===== src/dwpi_pkg.sv =====
package dwpi_pkg;

   typedef enum logic [2:0] {
      ACT_PUSH     = 3'd0,
      ACT_POP_HEAD = 3'd1,
      ACT_POP_TAIL = 3'd2,
      ACT_INSERT   = 3'd3,
      ACT_CLEAR    = 3'd4
   } action_type;

   typedef enum logic [1:0] {
      STATUS_OK    = 2'd0,
      STATUS_EMPTY = 2'd1,
      STATUS_FULL  = 2'd2
   } status_type;

   typedef enum logic [1:0] {
      S_IDLE,
      S_POP,
      S_SHIFT,
      S_FINAL
   } state_type;

   localparam int BEHIND_WIDTH = 4;
   localparam logic [BEHIND_WIDTH-1:0] BEHIND_RESET = 4'd3;

endpackage


===== src/deque_with_priority_insert.sv =====
// Bounded double-ended queue held in one synchronous memory, serving one request at a
// time. A request is taken when start is high and busy is low. Push, clear, unused
// actions and refused requests (pop on empty, insert on full) give their response in
// the cycle after the request and leave busy low, so one such request can be taken
// every cycle. A pop reads the memory first: busy is high for one cycle, and the S_POP
// state then gives the response. A priority insert that has to move n entries
// (n = min(behind_count, occupancy)) copies them one per cycle through the memory's
// read and write ports in the S_SHIFT state, then writes the new entry in S_FINAL,
// which gives the response; with n = 0 it behaves like a push. The response is shown
// for exactly one cycle with rsp_strobe high and cannot be held off by the receiver.
module deque_with_priority_insert #(
   parameter int DEPTH    = 16,
   parameter int ID_WIDTH = 16
) (
   input  logic                                clock,
   input  logic                                reset,
   input  logic                                start,
   output logic                                busy,
   input  logic [2:0]                          req_action,
   input  logic [ID_WIDTH-1:0]                 req_entry_id,
   input  logic                                req_entry_urgent,
   input  logic                                csr_write_enable,
   input  logic [dwpi_pkg::BEHIND_WIDTH-1:0]   csr_write_data,
   output logic                                rsp_strobe,
   output logic                                rsp_out_valid,
   output logic [ID_WIDTH-1:0]                 rsp_out_id,
   output logic                                rsp_out_urgent,
   output logic [1:0]                          rsp_status,
   output logic [$clog2(DEPTH+1)-1:0]          rsp_occupancy,
   output logic                                rsp_is_empty
);
   import dwpi_pkg::*;

   localparam int PW = $clog2(DEPTH);
   localparam int CW = $clog2(DEPTH + 1);
   localparam int XW = (CW > BEHIND_WIDTH) ? CW : BEHIND_WIDTH;
   localparam int MW = ID_WIDTH + 1;

   logic [MW-1:0] entry_mem_ff [DEPTH];
   logic [MW-1:0] mem_rdata_ff;
   logic          mem_we;
   logic [PW-1:0] mem_waddr;
   logic [MW-1:0] mem_wdata;
   logic          mem_re;
   logic [PW-1:0] mem_raddr;

   state_type              state_ff, state_in;
   logic [PW-1:0]          head_ff, head_in;
   logic [CW-1:0]          count_ff, count_in;
   logic [PW-1:0]          cur_ff, cur_in;
   logic [PW-1:0]          pos_ff, pos_in;
   logic [ID_WIDTH-1:0]    new_id_ff, new_id_in;
   logic                   new_urg_ff, new_urg_in;
   logic [BEHIND_WIDTH-1:0] behind_ff;

   logic                   rsp_strobe_ff, rsp_strobe_in;
   logic                   rsp_valid_ff, rsp_valid_in;
   logic [ID_WIDTH-1:0]    rsp_id_ff, rsp_id_in;
   logic                   rsp_urg_ff, rsp_urg_in;
   status_type             rsp_status_ff, rsp_status_in;
   logic [CW-1:0]          rsp_occ_ff, rsp_occ_in;
   logic                   rsp_empty_ff, rsp_empty_in;

   logic          full;
   logic          empty;
   logic [PW-1:0] cnt_off;
   logic [PW-1:0] cnt_m1;
   logic [XW-1:0] cnt_x;
   logic [XW-1:0] beh_x;
   logic [XW-1:0] pos_x;
   logic [PW-1:0] ins_pos;

   function automatic logic [PW-1:0] slot(input logic [PW-1:0] base,
                                          input logic [PW-1:0] off);
      logic [PW:0] sum;
      sum = {1'b0, base} + {1'b0, off};
      if (sum >= (PW+1)'(DEPTH)) begin
         sum = sum - (PW+1)'(DEPTH);
      end
      return sum[PW-1:0];
   endfunction

   assign full    = (count_ff == CW'(DEPTH));
   assign empty   = (count_ff == '0);
   assign cnt_off = PW'(count_ff);
   assign cnt_m1  = PW'(count_ff - CW'(1));
   assign cnt_x   = XW'(count_ff);
   assign beh_x   = XW'(behind_ff);
   assign pos_x   = (cnt_x > beh_x) ? (cnt_x - beh_x) : '0;
   assign ins_pos = PW'(pos_x);

   assign busy = (state_ff != S_IDLE);

   always_ff @(posedge clock) begin
      if (mem_we) begin
         entry_mem_ff[mem_waddr] <= mem_wdata;
      end
      if (mem_re) begin
         mem_rdata_ff <= entry_mem_ff[mem_raddr];
      end
   end

   always_comb begin
      state_in      = state_ff;
      head_in       = head_ff;
      count_in      = count_ff;
      cur_in        = cur_ff;
      pos_in        = pos_ff;
      new_id_in     = new_id_ff;
      new_urg_in    = new_urg_ff;
      rsp_strobe_in = 1'b0;
      rsp_valid_in  = rsp_valid_ff;
      rsp_id_in     = rsp_id_ff;
      rsp_urg_in    = rsp_urg_ff;
      rsp_status_in = rsp_status_ff;
      rsp_occ_in    = rsp_occ_ff;
      mem_we        = 1'b0;
      mem_waddr     = slot(head_ff, cnt_off);
      mem_wdata     = {req_entry_urgent, req_entry_id};
      mem_re        = 1'b0;
      mem_raddr     = slot(head_ff, cnt_m1);
      case (state_ff)
         S_IDLE: begin
            if (start) begin
               new_id_in     = req_entry_id;
               new_urg_in    = req_entry_urgent;
               rsp_valid_in  = 1'b0;
               rsp_id_in     = '0;
               rsp_urg_in    = 1'b0;
               rsp_status_in = STATUS_OK;
               case (req_action)
                  ACT_PUSH, ACT_INSERT: begin
                     if (full) begin
                        rsp_status_in = STATUS_FULL;
                        rsp_strobe_in = 1'b1;
                     end else if (req_action == ACT_PUSH || ins_pos == cnt_off) begin
                        mem_we        = 1'b1;
                        count_in      = count_ff + CW'(1);
                        rsp_strobe_in = 1'b1;
                     end else begin
                        mem_re   = 1'b1;
                        cur_in   = cnt_m1;
                        pos_in   = ins_pos;
                        count_in = count_ff + CW'(1);
                        state_in = S_SHIFT;
                     end
                  end
                  ACT_POP_HEAD, ACT_POP_TAIL: begin
                     if (empty) begin
                        rsp_status_in = STATUS_EMPTY;
                        rsp_strobe_in = 1'b1;
                     end else begin
                        mem_re = 1'b1;
                        if (req_action == ACT_POP_HEAD) begin
                           mem_raddr = head_ff;
                           head_in   = slot(head_ff, PW'(1));
                        end
                        count_in = count_ff - CW'(1);
                        state_in = S_POP;
                     end
                  end
                  ACT_CLEAR: begin
                     count_in      = '0;
                     head_in       = '0;
                     rsp_strobe_in = 1'b1;
                  end
                  default: begin
                     rsp_strobe_in = 1'b1;
                  end
               endcase
               rsp_occ_in = count_in;
            end
         end
         S_POP: begin
            rsp_valid_in  = 1'b1;
            rsp_id_in     = mem_rdata_ff[ID_WIDTH-1:0];
            rsp_urg_in    = mem_rdata_ff[ID_WIDTH];
            rsp_occ_in    = count_ff;
            rsp_strobe_in = 1'b1;
            state_in      = S_IDLE;
         end
         S_SHIFT: begin
            mem_we    = 1'b1;
            mem_waddr = slot(head_ff, cur_ff + PW'(1));
            mem_wdata = mem_rdata_ff;
            if (cur_ff == pos_ff) begin
               state_in = S_FINAL;
            end else begin
               mem_re    = 1'b1;
               mem_raddr = slot(head_ff, cur_ff - PW'(1));
               cur_in    = cur_ff - PW'(1);
            end
         end
         S_FINAL: begin
            mem_we        = 1'b1;
            mem_waddr     = slot(head_ff, pos_ff);
            mem_wdata     = {new_urg_ff, new_id_ff};
            rsp_occ_in    = count_ff;
            rsp_strobe_in = 1'b1;
            state_in      = S_IDLE;
         end
         default: begin
            state_in = S_IDLE;
         end
      endcase
      rsp_empty_in = (rsp_occ_in == '0);
   end

   always_ff @(posedge clock) begin
      if (reset) begin
         state_ff      <= S_IDLE;
         head_ff       <= '0;
         count_ff      <= '0;
         behind_ff     <= BEHIND_RESET;
         rsp_strobe_ff <= 1'b0;
      end else begin
         state_ff      <= state_in;
         head_ff       <= head_in;
         count_ff      <= count_in;
         rsp_strobe_ff <= rsp_strobe_in;
         if (csr_write_enable) begin
            behind_ff <= csr_write_data;
         end
      end
   end

   always_ff @(posedge clock) begin
      cur_ff        <= cur_in;
      pos_ff        <= pos_in;
      new_id_ff     <= new_id_in;
      new_urg_ff    <= new_urg_in;
      rsp_valid_ff  <= rsp_valid_in;
      rsp_id_ff     <= rsp_id_in;
      rsp_urg_ff    <= rsp_urg_in;
      rsp_status_ff <= rsp_status_in;
      rsp_occ_ff    <= rsp_occ_in;
      rsp_empty_ff  <= rsp_empty_in;
   end

   assign rsp_strobe     = rsp_strobe_ff;
   assign rsp_out_valid  = rsp_valid_ff;
   assign rsp_out_id     = rsp_id_ff;
   assign rsp_out_urgent = rsp_urg_ff;
   assign rsp_status     = rsp_status_ff;
   assign rsp_occupancy  = rsp_occ_ff;
   assign rsp_is_empty   = rsp_empty_ff;

endmodule


===== config.mk =====
export PLATFORM = sky130hd
export DESIGN_NAME = deque_with_priority_insert
export DESIGN_NICKNAME = d
export VERILOG_FILES = /design/src/dwpi_pkg.sv /design/src/deque_with_priority_insert.sv
export SDC_FILE = /design/constraint.sdc
export NUM_CORES = 1
export LEC_CHECK = 0
export ABC_AREA = 1
export BUFFER_PORTS_ARGS = -buffer_cell sky130_fd_sc_hd__buf_4
export CAP_MARGIN = 20
export CELL_PAD_IN_SITES_DETAIL_PLACEMENT = 0
export CELL_PAD_IN_SITES_GLOBAL_PLACEMENT = 2
export CORE_ASPECT_RATIO = 1.2
export CORE_MARGIN = 1
export CORE_UTILIZATION = 41
export DETAILED_ROUTE_END_ITERATION = 6
export GPL_TIMING_DRIVEN = 0
export PLACE_DENSITY = 0.85
export SYNTH_ARGS = -nofsm -noshare
export SYNTH_HDL_FRONTEND = slang
export SYNTH_SLANG_ARGS = --single-unit

===== constraint.sdc =====
create_clock -name clock -period 3.9 [get_ports clock]
set_input_delay 0.585 -clock clock [delete_from_list [all_inputs] [get_ports clock]]
set_output_delay 0.585 -clock clock [all_outputs]
set_load 0.02 [all_outputs]

=== After elaboration in Yosys (flattened, before gate mapping) ===
Memories as Yosys holds them, arrays and structs flattened. A register that Yosys moved wholly into a read port is not among the register bits.
Index checks and enable logic that the tools add are counted.

* Bitwise gates (word level): 2
* Reduce and logical (&&, ||, !) cells: 19
* $lt $le $gt $ge: 7
* Add/sub/neg operators: 17
* Eq/ne operators: 22
* Multiplexer cells: 63

{| class="wikitable"
|+ Operators by type and width
! operator !! count
|-
| 4-bit two-way mux || 19
|-
| 17-bit one-hot mux with 2 select lines || 1
|-
| 16-bit one-hot mux with 2 select lines || 1
|-
| 4-bit one-hot mux with 2 select lines || 4
|-
| 5-bit greater-or-equal comparator (second input constant) || 6
|-
| 4-bit by 1-bit subtractor with 4-bit output (second input constant) || 7
|-
| 4-bit by 4-bit adder with 5-bit output || 5
|-
| 1-bit two-way mux || 16
|-
| 16-bit two-way mux || 1
|-
| 5-bit two-way mux || 3
|-
| 5-bit one-hot mux with 3 select lines || 1
|-
| 2-bit != test (second input constant) || 7
|-
| 1-bit one-hot mux with 2 select lines || 7
|-
| 2-bit two-way mux || 6
|-
| 6-bit AND reduction || 2
|-
| 5-bit zero test || 2
|-
| 5-bit one-hot mux with 2 select lines || 1
|-
| 5-bit AND reduction || 2
|-
| 3-bit != test (second input constant) || 3
|-
| 4-bit == test || 2
|-
| 2-bit one-hot mux with 2 select lines || 2
|-
| 2-bit nonzero test || 4
|-
| 2-bit OR reduction || 4
|-
| 3-bit by 2-bit == test with 1-bit output (second input constant) || 2
|-
| 19 further kinds || 22
|}

* Word-level logic and storage cells: 146
* Bits in writable memories: 272
* Memories: 1
* Register bits: 67

{| class="wikitable"
|+ Memories
! name !! words !! bits a word !! rd ports !! clocked after memory_dff !! write ports !! line !! RTL
|-
| entry_mem_ff || 16 || 17 || 1 || 1 || 1 || deque_with_priority_insert.sv:39 || <nowiki>logic [MW-1:0] entry_mem_ff [DEPTH];</nowiki>
|}

=== Depth between registers and ports, before layout ===
Gate-level depths: netlist of the first run.

* Word-level depth: 11
* Mapped depth: 18

=== Worst setup path before layout of the first run ===
Ideal clock, no wire load.

* Kind: register to register
* Start: register count_ff[0], in the netlist cnt_x[0]
* End: register mem_rdata_ff[0], read port of entry_mem_ff (enable)
* Data required time: 3.485 ns
* Buffers on the path: 0
* Setup time: 0.415 ns
* Data arrival time: 2.986 ns
* Setup slack: 0.499 ns
* Cell stages (with the launch flop): 14
* Path through: dfxtp_1 inv_2 ha_1 inv_1 fa_1 nand3_1 nand2_1 nand2_1 nor2_1 nand2_1 nand2_1 nand2_1 nand3_1 o21ai_0

* Word-level cells in the longest chain between the ends: 9
* Elaborated cells on any way between the ends: 24
* Classes of those cells: add/sub (4); order compare (2); eq/ne (2); mux (14); reduce/logical (2)

{| class="wikitable"
|+ RTL lines
! item !! line !! RTL
|-
| start, declared || deque_with_priority_insert.sv:49 || <nowiki>logic [CW-1:0] count_ff, count_in;</nowiki>
|-
| start signal, assigned || deque_with_priority_insert.sv:219 || <nowiki>count_ff <= count_in;</nowiki>
|-
| 4-bit subtractor / 5-bit by 4-bit greater-than comparator with 1-bit output (equally long branches) || deque_with_priority_insert.sv:89 || <nowiki>assign pos_x = (cnt_x > beh_x) ? (cnt_x - beh_x) : '0;</nowiki>
|-
| 4-bit two-way mux || deque_with_priority_insert.sv:89 ||
|-
| 4-bit == test || deque_with_priority_insert.sv:136 || <nowiki>end else if (req_action == ACT_PUSH || ins_pos == cnt_off) begin</nowiki>
|-
| 1-bit logical OR || deque_with_priority_insert.sv:136 ||
|-
| 1-bit two-way mux || deque_with_priority_insert.sv:136 ||
|-
| 1-bit two-way mux || deque_with_priority_insert.sv:133 || <nowiki>if (full) begin</nowiki>
|-
| 1-bit one-hot mux with 2 select lines (*) || deque_with_priority_insert.sv:131 || <nowiki>case (req_action)</nowiki>
|-
| 1-bit two-way mux (*) || deque_with_priority_insert.sv:124 || <nowiki>if (start) begin</nowiki>
|-
| 1-bit one-hot mux with 2 select lines (*) || deque_with_priority_insert.sv:122 || <nowiki>case (state_ff)</nowiki>
|-
| named net mem_re || deque_with_priority_insert.sv:44 || <nowiki>logic mem_re;</nowiki>
|-
| end, declared || deque_with_priority_insert.sv:40 || <nowiki>logic [MW-1:0] mem_rdata_ff;</nowiki>
|}

The timed path passes the listed nets; every way through them passes the cells marked *.
A chain may end at the register's enable or synchronous reset.

=== Worst setup path after layout of the first run ===
* Start: register count_ff[0], in the netlist cnt_x[0]
* End: memory entry_mem_ff[8][14] (netlist name) (enable)

* Word-level cells in the longest chain between the ends: 11
* Elaborated cells on any way between the ends: 18
* Classes of those cells: add/sub (3); order compare (2); eq/ne (2); mux (10); reduce/logical (1)

{| class="wikitable"
|+ RTL lines
! item !! line !! RTL
|-
| 4-bit subtractor / 5-bit by 4-bit greater-than comparator with 1-bit output (equally long branches) || deque_with_priority_insert.sv:89 ||
|-
| 4-bit two-way mux || deque_with_priority_insert.sv:89 ||
|-
| 4-bit == test || deque_with_priority_insert.sv:136 ||
|-
| 1-bit logical OR || deque_with_priority_insert.sv:136 ||
|-
| 1-bit two-way mux || deque_with_priority_insert.sv:136 ||
|-
| 1-bit two-way mux || deque_with_priority_insert.sv:133 ||
|-
| 1-bit two-way mux || deque_with_priority_insert.sv:131 ||
|-
| 1-bit two-way mux || deque_with_priority_insert.sv:124 ||
|-
| 1-bit one-hot mux with 2 select lines || deque_with_priority_insert.sv:122 ||
|-
| 1-bit two-way mux || deque_with_priority_insert.sv:95 || <nowiki>if (mem_we) begin</nowiki>
|-
| 1-bit two-way mux (implied by the code) || deque_with_priority_insert.sv:96 || <nowiki>entry_mem_ff[mem_waddr] <= mem_wdata;</nowiki>
|-
| end, declared || deque_with_priority_insert.sv:39 ||
|}

Several ways; a longest one is shown, not always the timed one.

==> flow_summary.toml, run 1 <==
[logic_synthesis]
synth_flop_cell = "edfxtp_1"
synth_warnings = 0
synth_common_cells = "454 x nand2_1, 334 x edfxtp_1, 313 x inv_1"
synth_top_area_share_pct = 60.8
synthCells = 1663
yosys.area.top_type = "edfxtp_1"
synthArstFlopShare_pct = 0
synth_area_leaders = "edfxtp_1 61%, nand2_1 10%, nand3_1 7.8%"
syn_nets = 1713
syn_area_sq_mm = 0.0165
yosysSeqAreaShare_pct = 63.5
ys_ff_latch = 356
ys_types = 43
postSynthAreaPerCell_sq_um = 9.91
synth-edff-count = 334
synth_most_common_cell = "nand2_1"

[placement]
gp_congestion = 0.896
dpl_worst_slack_ns = -0.0799
placed_area_sq_mm = 0.0179
hpwlAfterDp_mm = 33.7
io_buffer_count = 54

[global_route]
grt_max_degree = 29
grt_pass1_wl_mm = 68.5
grt_overflow = 0
grt_use_total_pct = 23.0
antenna_found_initial = 0
grt_pass1_vias = 11100

[finish]
antenna_cells = 0
postLayoutCellArea_sq_mm = 0.0193
fin_nets = 1843
area_delta_synth_final_pct = 16.8
drive_gt1_share_pct = 13.7
utilization_pct = 48.4

[clock_tree]
hold_buffers = 0
cts_tree = "built"
cts-root-buf = "clkbuf_16"
insertion_delay_ns = 0.53
clkTransAtPathRegs_ns = 0.06
cts_max_level = 2
clock-sinks = 356
clk_path_buf_depth = 3
cts_buffers = 37

[worst_setup_path]
startpoint = "cnt_x[0]"
worstPathCellList = "inv_2, ha_1, inv_1, fa_1, xor2_1, nand3_1, nand2_1, nand2_1, nor2_1, nand2_1, nand2_1, nand3_1, nand2_1, nand2_1, nor2_4"
cp-start-kind = "flop"
reg2reg_to = "entry_mem_ff[8][14]"
arrival_ns = 3.87
r2r_cells = 15
r2r-start = "cnt_x[0]"
r2r_slack_ns = 0.19
worst_path_max_delay_cell = "nor2_4"
crit_end = "entry_mem_ff[8][14]"
crit_family = "simple AND/OR/NAND/NOR gates"
worstPathRequired_ns = 4.06
endpoint_kind = "flop"
critPathBufInv = 2
crit_cells = 15
critical_path_class = "reg -> reg"
crit_top_cell = "nand2_1"
crit_path_max_fanout = 17
slowest_delay_ns = 0.52

[route]
viasPerCell = 4.86
drc_errors = 0
dr.first_iter.drc_count = 827
finalWirelength_mm = 45.6
drt_first_pass_iters = 5
antenna_left = 0
routed-via-count = 11400
wl_per_cell_um = 19.4

[floorplanning]
die-area_sq_mm = 0.0410
die_w_um = 185
rows = 80
initial_core_util_pct = 41.5
ios = 56
die_h_um = 222
core_area_sq_mm = 0.0397

[sta]
clock.fmax_ghz = 0.270
period_minus_slack_ns = 3.71
rsz0062_at_grt = "yes"
fin_tns_setup_ns = 0
worst_slack_ns = 0.195
slew_viol_final = 0
whs_ns = 0.240
finalCritPeriodShare_pct = 95.0
worst_pin_slew_ns = 1.07
finClkSkew_ns = 0.0157
setup_viol = 0
maxSlewHeadroom_pct = 28.5
hold_viol = 0

[pwr]
peakVddDrop_v = 0.000354
leakage_uw = 0.00844
power-per-cell-area_mw_per_mm2 = 700
p_int_uw = 8280
combPwrFrac_pct = 37.0
clkPwrFrac_pct = 25.9
netSwitchingFraction_pct = 38.6
p_switching_uw = 5200
power_frac_seq_pct = 37.1

[run]
cap_violations = 0

[run_status]
status = "finished clean"

[hold_path]
hold_class = "in -> reg"
-- worst min-delay path by stage --
stage,startpoint,cells past startpoint,to
after floorplan,behind_ff[2],2,behind_ff[2]
after global placement,behind_ff[2],2,behind_ff[2]
after detailed placement,rsp_occupancy[4],2,rsp_occupancy[4]
after CTS,req_entry_id[4],1,new_id_ff[4]
after global routing,req_entry_id[5],1,new_id_ff[5]
final,req_entry_id[5],1,new_id_ff[5]
-- cells in the final DEF, fill, tap and decap left out, types with 5 or more instances in the layout --
cell       count
buf_4         83
a21oi_1       17
o211ai_1      21
ha_1          18
nand2_1      454
clkinv_2       8
clkbuf_1      19
nand3_1      257
nand4_1        5
buf_6         10
nor2_1        44
edfxtp_1     334
inv_2         15
nand2_2        5
o21ai_0       13
nor2_2        10
clkinv_1       6
inv_1        313
dfxtp_1       22
buf_8         11
nor2_4        14
a22oi_1        6
buf_2         34
clkbuf_16     39
xor2_1        10
nor3_1         7
-- registers in the layout, summed over array words and instances, names as in the netlist --
register / flops
behind_ff: 4
cnt_x: 5
cur_ff: 4
entry_mem_ff: 272
head_ff: 4
mem_rdata_ff: 17
new_id_ff: 16
new_urg_ff: 1
pos_ff: 4
rsp_is_empty: 1
rsp_occupancy: 5
rsp_out_id: 16
rsp_out_urgent: 1
rsp_out_valid: 1
rsp_status: 2
rsp_strobe: 1
state_ff: 2
-- metrics by stage --
step | cells | total power (uW)
floorplan | 1663 | 7890
global placement | 2250 | 9890
detailed placement | 2279 | 10000
CTS | 2345 | 13500
global route | 2353 | 14100
finish | 2353 | 13500
-- power by group through the flow --
| stage | registers (uW) | logic (uW) | clock network [uW] |
|---|---|---|---|
| floorplan | 5150 | 2740 | 0 |
| global placement | 5110 | 4780 | 0 |
| detailed placement | 5080 | 4950 | 0 |
| global route | 5030 | 5410 | 3680 |
| CTS | 5000 | 4980 | 3550 |
| finish | 5000 | 4990 | 3490 |
-- metal layers --
| metal | part of all wire, % | routed length (um) | GRT usage [%] | vias to the layer above |
|---|---|---|---|---|
| li1 | - | - | - | 5677 |
| met1 | 41 | 18900 | 29.0 | 5400 |
| met2 | 49 | 22300 | 38.6 | 287 |
| met3 | 4.1 | 1870 | 2.37 | 74 |
| met4 | 5.5 | 2520 | 12.3 | 0 |
| met5 | 0 | 0 | 0 | - |
-- cells by family after synthesis --
| logic type | count (synthesis) | synth area share [%] |
|---|---|---|
| AND/OR/NAND/NOR | 809 | 21.2 |
| adder cells (fa/ha/maj) | 22 | 1.85 |
| AO/OA/AOI/OAI | 71 | 2.77 |
| flip-flops | 356 | 63.5 |
| XOR/XNOR | 14 | 0.789 |
| buffers and inverters | 391 | 9.84 |
-- area by class of cell --
type | instances | area, sq um
clock buffers | 48 | 1010
well taps | 533 | 667
fillers | 3689 | 20500
repair buffers | 91 | 828
clock inverters | 18 | 166
plain buffers | 62 | 388
flip-flops and latches | 356 | 10500
multi-input cells | 916 | 4490
inverters | 329 | 1230
-- what timing repair did --
action	in CTS	in global routing
setup endpoints to repair	85	117
resized for setup	1	10
pin swaps	0	5
setup buffers	0	7
Power figures use the tool's default switching activity.
==> inputs of run 2 (changes only) <==
--- a/config.mk
+++ b/config.mk
@@ -15,7 +15,7 @@
 export CORE_UTILIZATION = 41
 export DETAILED_ROUTE_END_ITERATION = 6
 export GPL_TIMING_DRIVEN = 0
-export PLACE_DENSITY = 0.85
+export PLACE_DENSITY = 0.87
 export SYNTH_ARGS = -nofsm -noshare
 export SYNTH_HDL_FRONTEND = slang
 export SYNTH_SLANG_ARGS = --single-unit
==> flow_summary.toml, run 2 (synthesis gave the netlist of run 1 again) <==
[clock_tree]
cts_tree = "built"
cts-root-buf = "clkbuf_16"
cts_max_level = 2
clkTransAtPathRegs_ns = 0.06
clock-sinks = 356
cts_buffers = 36
hold_buffers = 0
insertion_delay_ns = 0.54
clk_path_buf_depth = 3

[finish]
fin_nets = 1837
drive_gt1_share_pct = 13.7
most-common-layout-cells = "454 x nand2_1, 334 x edfxtp_1, 313 x inv_1"
area_delta_synth_final_pct = 16.4
top_register = "entry_mem_ff"
largest_reg_flops = 272
antenna_cells = 0
layout_commonest_cell = "nand2_1"
fin_cells = 2348
fillers = 3682
reg.largest.list = "entry_mem_ff (272), mem_rdata_ff (17)"
utilization_pct = 48.3

[sta]
setup_viol = 0
clock.fmax_ghz = 0.269
finalCritPeriodShare_pct = 95.2
period_minus_slack_ns = 3.71
hold_viol = 0
finClkSkew_ns = 0.0245
worst_pin_slew_ns = 0.976
maxSlewHeadroom_pct = 34.6
rsz0062_at_grt = "yes"
worst_slack_ns = 0.187
slew_viol_final = 0

[run]
cap_violations = 0

[global_route]
grt_use_total_pct = 22.5
grt_max_degree = 29
grt_pass1_vias = 11100
grt_pass1_wl_mm = 67.3
grt_overflow = 0
antenna_found_initial = 0

[pwr]
leakage_uw = 0.00841
power-per-cell-area_mw_per_mm2 = 699
power.total_uw = 13400
peakVddDrop_v = 0.000351

[route]
drt_first_pass_iters = 5
antenna_left = 0
finalWirelength_mm = 45.0
dr.first_iter.drc_count = 930
routed-via-count = 11400
wl_per_cell_um = 19.2
drc_errors = 0
viasPerCell = 4.87

[hold_path]
hold_class = "in -> reg"

[floorplanning]
die_h_um = 222
initial_core_util_pct = 41.5
die_w_um = 185
core_area_sq_mm = 0.0397
rows = 80
die-area_sq_mm = 0.0410
ios = 56

[run_status]
status = "finished clean"

[placement]
hpwlAfterDp_mm = 33.6
gp_congestion = 0.868
dpl_worst_slack_ns = -0.0721
dp_cells = 2281
io_buffer_count = 54

[worst_setup_path]
critical_path_class = "reg -> reg"
crit_path_max_fanout = 17
arrival_ns = 3.88
worstPathRequired_ns = 4.06
cp-start-kind = "flop"
endpoint_kind = "flop"
-- run 2: worst max-delay path, cell delays in order, from the launching register on --
cell	delay, ns
dfxtp_1	0.49
inv_2	0.16
clkbuf_1	0.33
a221oi_1	0.55
ha_1	0.26
inv_1	0.06
fa_1	0.37
xor2_1	0.29
inv_1	0.09
nor2_1	0.11
inv_1	0.15
nor2_4	0.48
-- run 2: final cells by class --
class,instances,area (sq um),share of cell area (%)
buffer,62,390,2.03
clock buffer,41,962,5.02
clock inverter,25,223,1.16
inverter,329,1230,6.44
multi-input combinational,916,4490,23.4
sequential,356,10500,54.6
tap,533,667,3.48
timing repair buffer,86,747,3.89
-- run 2: stage by stage --
stage	area (sq um)	hold slack, ns	TNS, ns
2_1_floorplan	16500	0.440	0
3_3_place_gp	17600	0.491	-136.65
3_5_place_dp	17900	0.504	-1.96
4_1_cts	19100	0.211	0
5_1_grt	19200	0.218	-0.703
6_report	19200	0.227	0
-- run 2: routing by layer --
layer  wire (um)  global-route usage, %
met5           0                      0
met2       22500                   38.8
met1       18100                   27.4
met4        2350                   11.4
met3        2090                   3.06
-- run 2: what timing repair did --
| item | in CTS | in global routing |
|---|---|---|
| pin swaps | 0 | 1 |
| setup endpoints to repair | 52 | 69 |
| gates resized for setup | 4 | 11 |
| setup buffers | 0 | 1 |
-- run 2: power breakdown --
part | switching (uW) | internal [uW] | total [uW]
sequential | 112 | 4890 | 5000
clock | 1480 | 1990 | 3480
combinational | 3570 | 1350 | 4920
total | 5160 | 8240 | 13400
-- run 2: worst paths after layout --
path	from	end	slack, ns	cells after the start
setup reg to reg	state_ff[1]	entry_mem_ff[8][6]	0.19	11
hold reg to reg	rsp_occupancy[4]	rsp_occupancy[4]	0.52	2
hold / removal	req_entry_urgent	new_urg_ff	0.23	1
setup / recovery	state_ff[1]	entry_mem_ff[8][6]	0.19	11
==> inputs of run 3 (changes only) <==
--- a/config.mk
+++ b/config.mk
@@ -12,10 +12,11 @@
 export CELL_PAD_IN_SITES_GLOBAL_PLACEMENT = 2
 export CORE_ASPECT_RATIO = 1.2
 export CORE_MARGIN = 1
-export CORE_UTILIZATION = 41
+export CORE_UTILIZATION = 37
 export DETAILED_ROUTE_END_ITERATION = 6
 export GPL_TIMING_DRIVEN = 0
-export PLACE_DENSITY = 0.87
+export PLACE_DENSITY = 0.83
+export SLEW_MARGIN = 20
 export SYNTH_ARGS = -nofsm -noshare
 export SYNTH_HDL_FRONTEND = slang
 export SYNTH_SLANG_ARGS = --single-unit
==> constraint.sdc (replaced) <==
create_clock -name clock -period 3.1 [get_ports clock]
set_input_delay 0.465 -clock clock [delete_from_list [all_inputs] [get_ports clock]]
set_output_delay 0.465 -clock clock [all_outputs]
set_load 0.02 [all_outputs]
==> flow_summary.toml, run 3 (synthesis gave the netlist of run 1 again) <==
[finish]
most-common-layout-cells = "443 x nand2_1, 334 x edfxtp_1, 308 x inv_1"
fin_nets = 1898
drive_gt1_share_pct = 19.4
utilization_pct = 46.1
reg.largest.list = "entry_mem_ff (272), mem_rdata_ff (17)"
area_delta_synth_final_pct = 22.8
top_register = "entry_mem_ff"
layout_commonest_cell = "nand2_1"
largest_reg_flops = 272
antenna_cells = 0

[worst_setup_path]
crit_end = "mem_rdata_ff[1]"
r2r-start = "cur_ff[0]"
r2r_cells = 13
arrival_ns = 3.39
endpoint_kind = "flop"
startpoint = "cur_ff[0]"
critical_path_class = "reg -> reg"
crit_path_max_fanout = 10
worstPathRequired_ns = 3.47
cp-start-kind = "flop"
reg2reg_to = "mem_rdata_ff[1]"
r2r_slack_ns = 0.08

[run_status]
status = "finished clean"

[sta]
maxSlewHeadroom_pct = 38.1
setup_viol = 0
period_minus_slack_ns = 3.02
worst_pin_slew_ns = 0.925
finClkSkew_ns = 0.0238
slew_viol_final = 0
worst_slack_ns = 0.0832
finalCritPeriodShare_pct = 97.3
rsz0062_at_grt = "yes"
clock.fmax_ghz = 0.331
hold_viol = 0

[route]
wl_per_cell_um = 19.2
routed-via-count = 11800
m1WireLength_mm = 20.1
dr_wl_met2_mm = 22.8
finalWirelength_mm = 46.7
antenna_left = 0
met3_length_mm = 1.75
drc_errors = 0
drt_first_pass_iters = 4
dr.first_iter.drc_count = 841
viasPerCell = 4.84
highest_layer = "met4"

[global_route]
antenna_found_initial = 0
grt_use_total_pct = 20.9
grt_overflow = 0
grt_max_degree = 26
grt_pass1_wl_mm = 69.7
grt_pass1_vias = 11300

[placement]
io_buffer_count = 54
hpwlAfterDp_mm = 34.7
gp_congestion = 0.870
dpl_worst_slack_ns = -0.744

[floorplanning]
rows = 84
die-area_sq_mm = 0.0454
die_w_um = 195
ios = 56
initial_core_util_pct = 37.5
die_h_um = 233
core_area_sq_mm = 0.0439

[hold_path]
hold_class = "in -> reg"

[clock_tree]
cts_max_level = 2
clk_path_buf_depth = 3
cts_buffers = 38
hold_buffers = 0
clkTransAtPathRegs_ns = 0.06
clock-sinks = 356
cts-root-buf = "clkbuf_16"
cts_tree = "built"
insertion_delay_ns = 0.54

[run]
cap_violations = 0

[pwr]
peakVddDrop_v = 0.000523
power-per-cell-area_mw_per_mm2 = 886
leakage_uw = 0.00886
## run 3: cell types whose count changed in the layout (fill, tap and decap cells not counted), moves of 7 or more
| cell | before | now |
|---|---|---|
| buf_12 | 0 | 13 |
| nand3_2 | 4 | 18 |
| nor2_2 | 11 | 3 |
| nand2_2 | 5 | 12 |
| nand2_1 | 454 | 443 |
| nand3_1 | 257 | 241 |
| buf_4 | 78 | 128 |
| nor2_4 | 13 | 23 |
## run 3: metrics by stage
step | cells | setup TNS [ns] | hold slack [ns] | cell area, sq um | power (uW)
6_report | 2432 | 0 | 0.113 | 20200 | 17900
5_1_grt | 2432 | -1.80 | 0.0965 | 20200 | 18800
4_1_cts | 2406 | -0.00259 | 0.0934 | 19800 | 17600
3_5_place_dp | 2320 | -155.59 | 0.468 | 18100 | 12700
3_3_place_gp | 2276 | -420.16 | 0.473 | 17600 | 12500
2_1_floorplan | 1663 | -30.07 | 0.440 | 16500 | 9930
## run 3: area by class of cell
class	count	area (sq um)
repair buffers	146	1360
clock buffers	42	987
well taps	559	699
fillers	4168	23700
clock inverters	23	243
plain buffers	61	417
inverters	329	1250
flip-flops and latches	356	10500
multi-input cells	916	4800
## run 3: report_power, final
part / internal [uW] / leakage (uW) / switching (uW)
clock network: 2710 / 0.000609 / 1870
logic: 2190 / 0.00502 / 4860
registers: 6150 / 0.00324 / 145
total: 11000 / 0.00886 / 6880
## run 3: routing by layer
metal  up-vias  GRT usage, %
li1       5789             -
met1      5648          26.5
met2       259          35.7
met3        75          2.34
met4         0          9.57
met5         -             0
## run 3: worst min path at each step
stage	start	to	slack, ns	cells after the start
after floorplan	behind_ff[2]	behind_ff[2]	0.44	2
after global placement	behind_ff[2]	behind_ff[2]	0.47	2
after detailed placement	behind_ff[2]	behind_ff[2]	0.47	2
after CTS	req_entry_id[1]	new_id_ff[1]	0.09	1
after global routing	req_entry_id[1]	new_id_ff[1]	0.1	1
final	req_entry_id[1]	new_id_ff[1]	0.11	1
## run 3: what timing repair did
action / CTS / global route
buffers inserted: 22 / 23
pin swaps: 17 / 17
hold endpoints to repair: 0 / 0
gates cloned: 0 / 3
gates resized for setup: 60 / 53
endpoints found under the setup margin: 299 / 306
## run 3: critical path, stage by stage, from the launching register on
cell and delay (ns):
edfxtp_1 0.45, inv_2 0.16, ha_4 0.22, inv_1 0.10
fa_1 0.43, nand2_2 0.09, nand2_1 0.08, a21oi_4 0.27
buf_4 0.20, buf_2 0.23, nand3_1 0.12, nand3_1 0.10
nand3_2 0.17, nand2_1 0.22
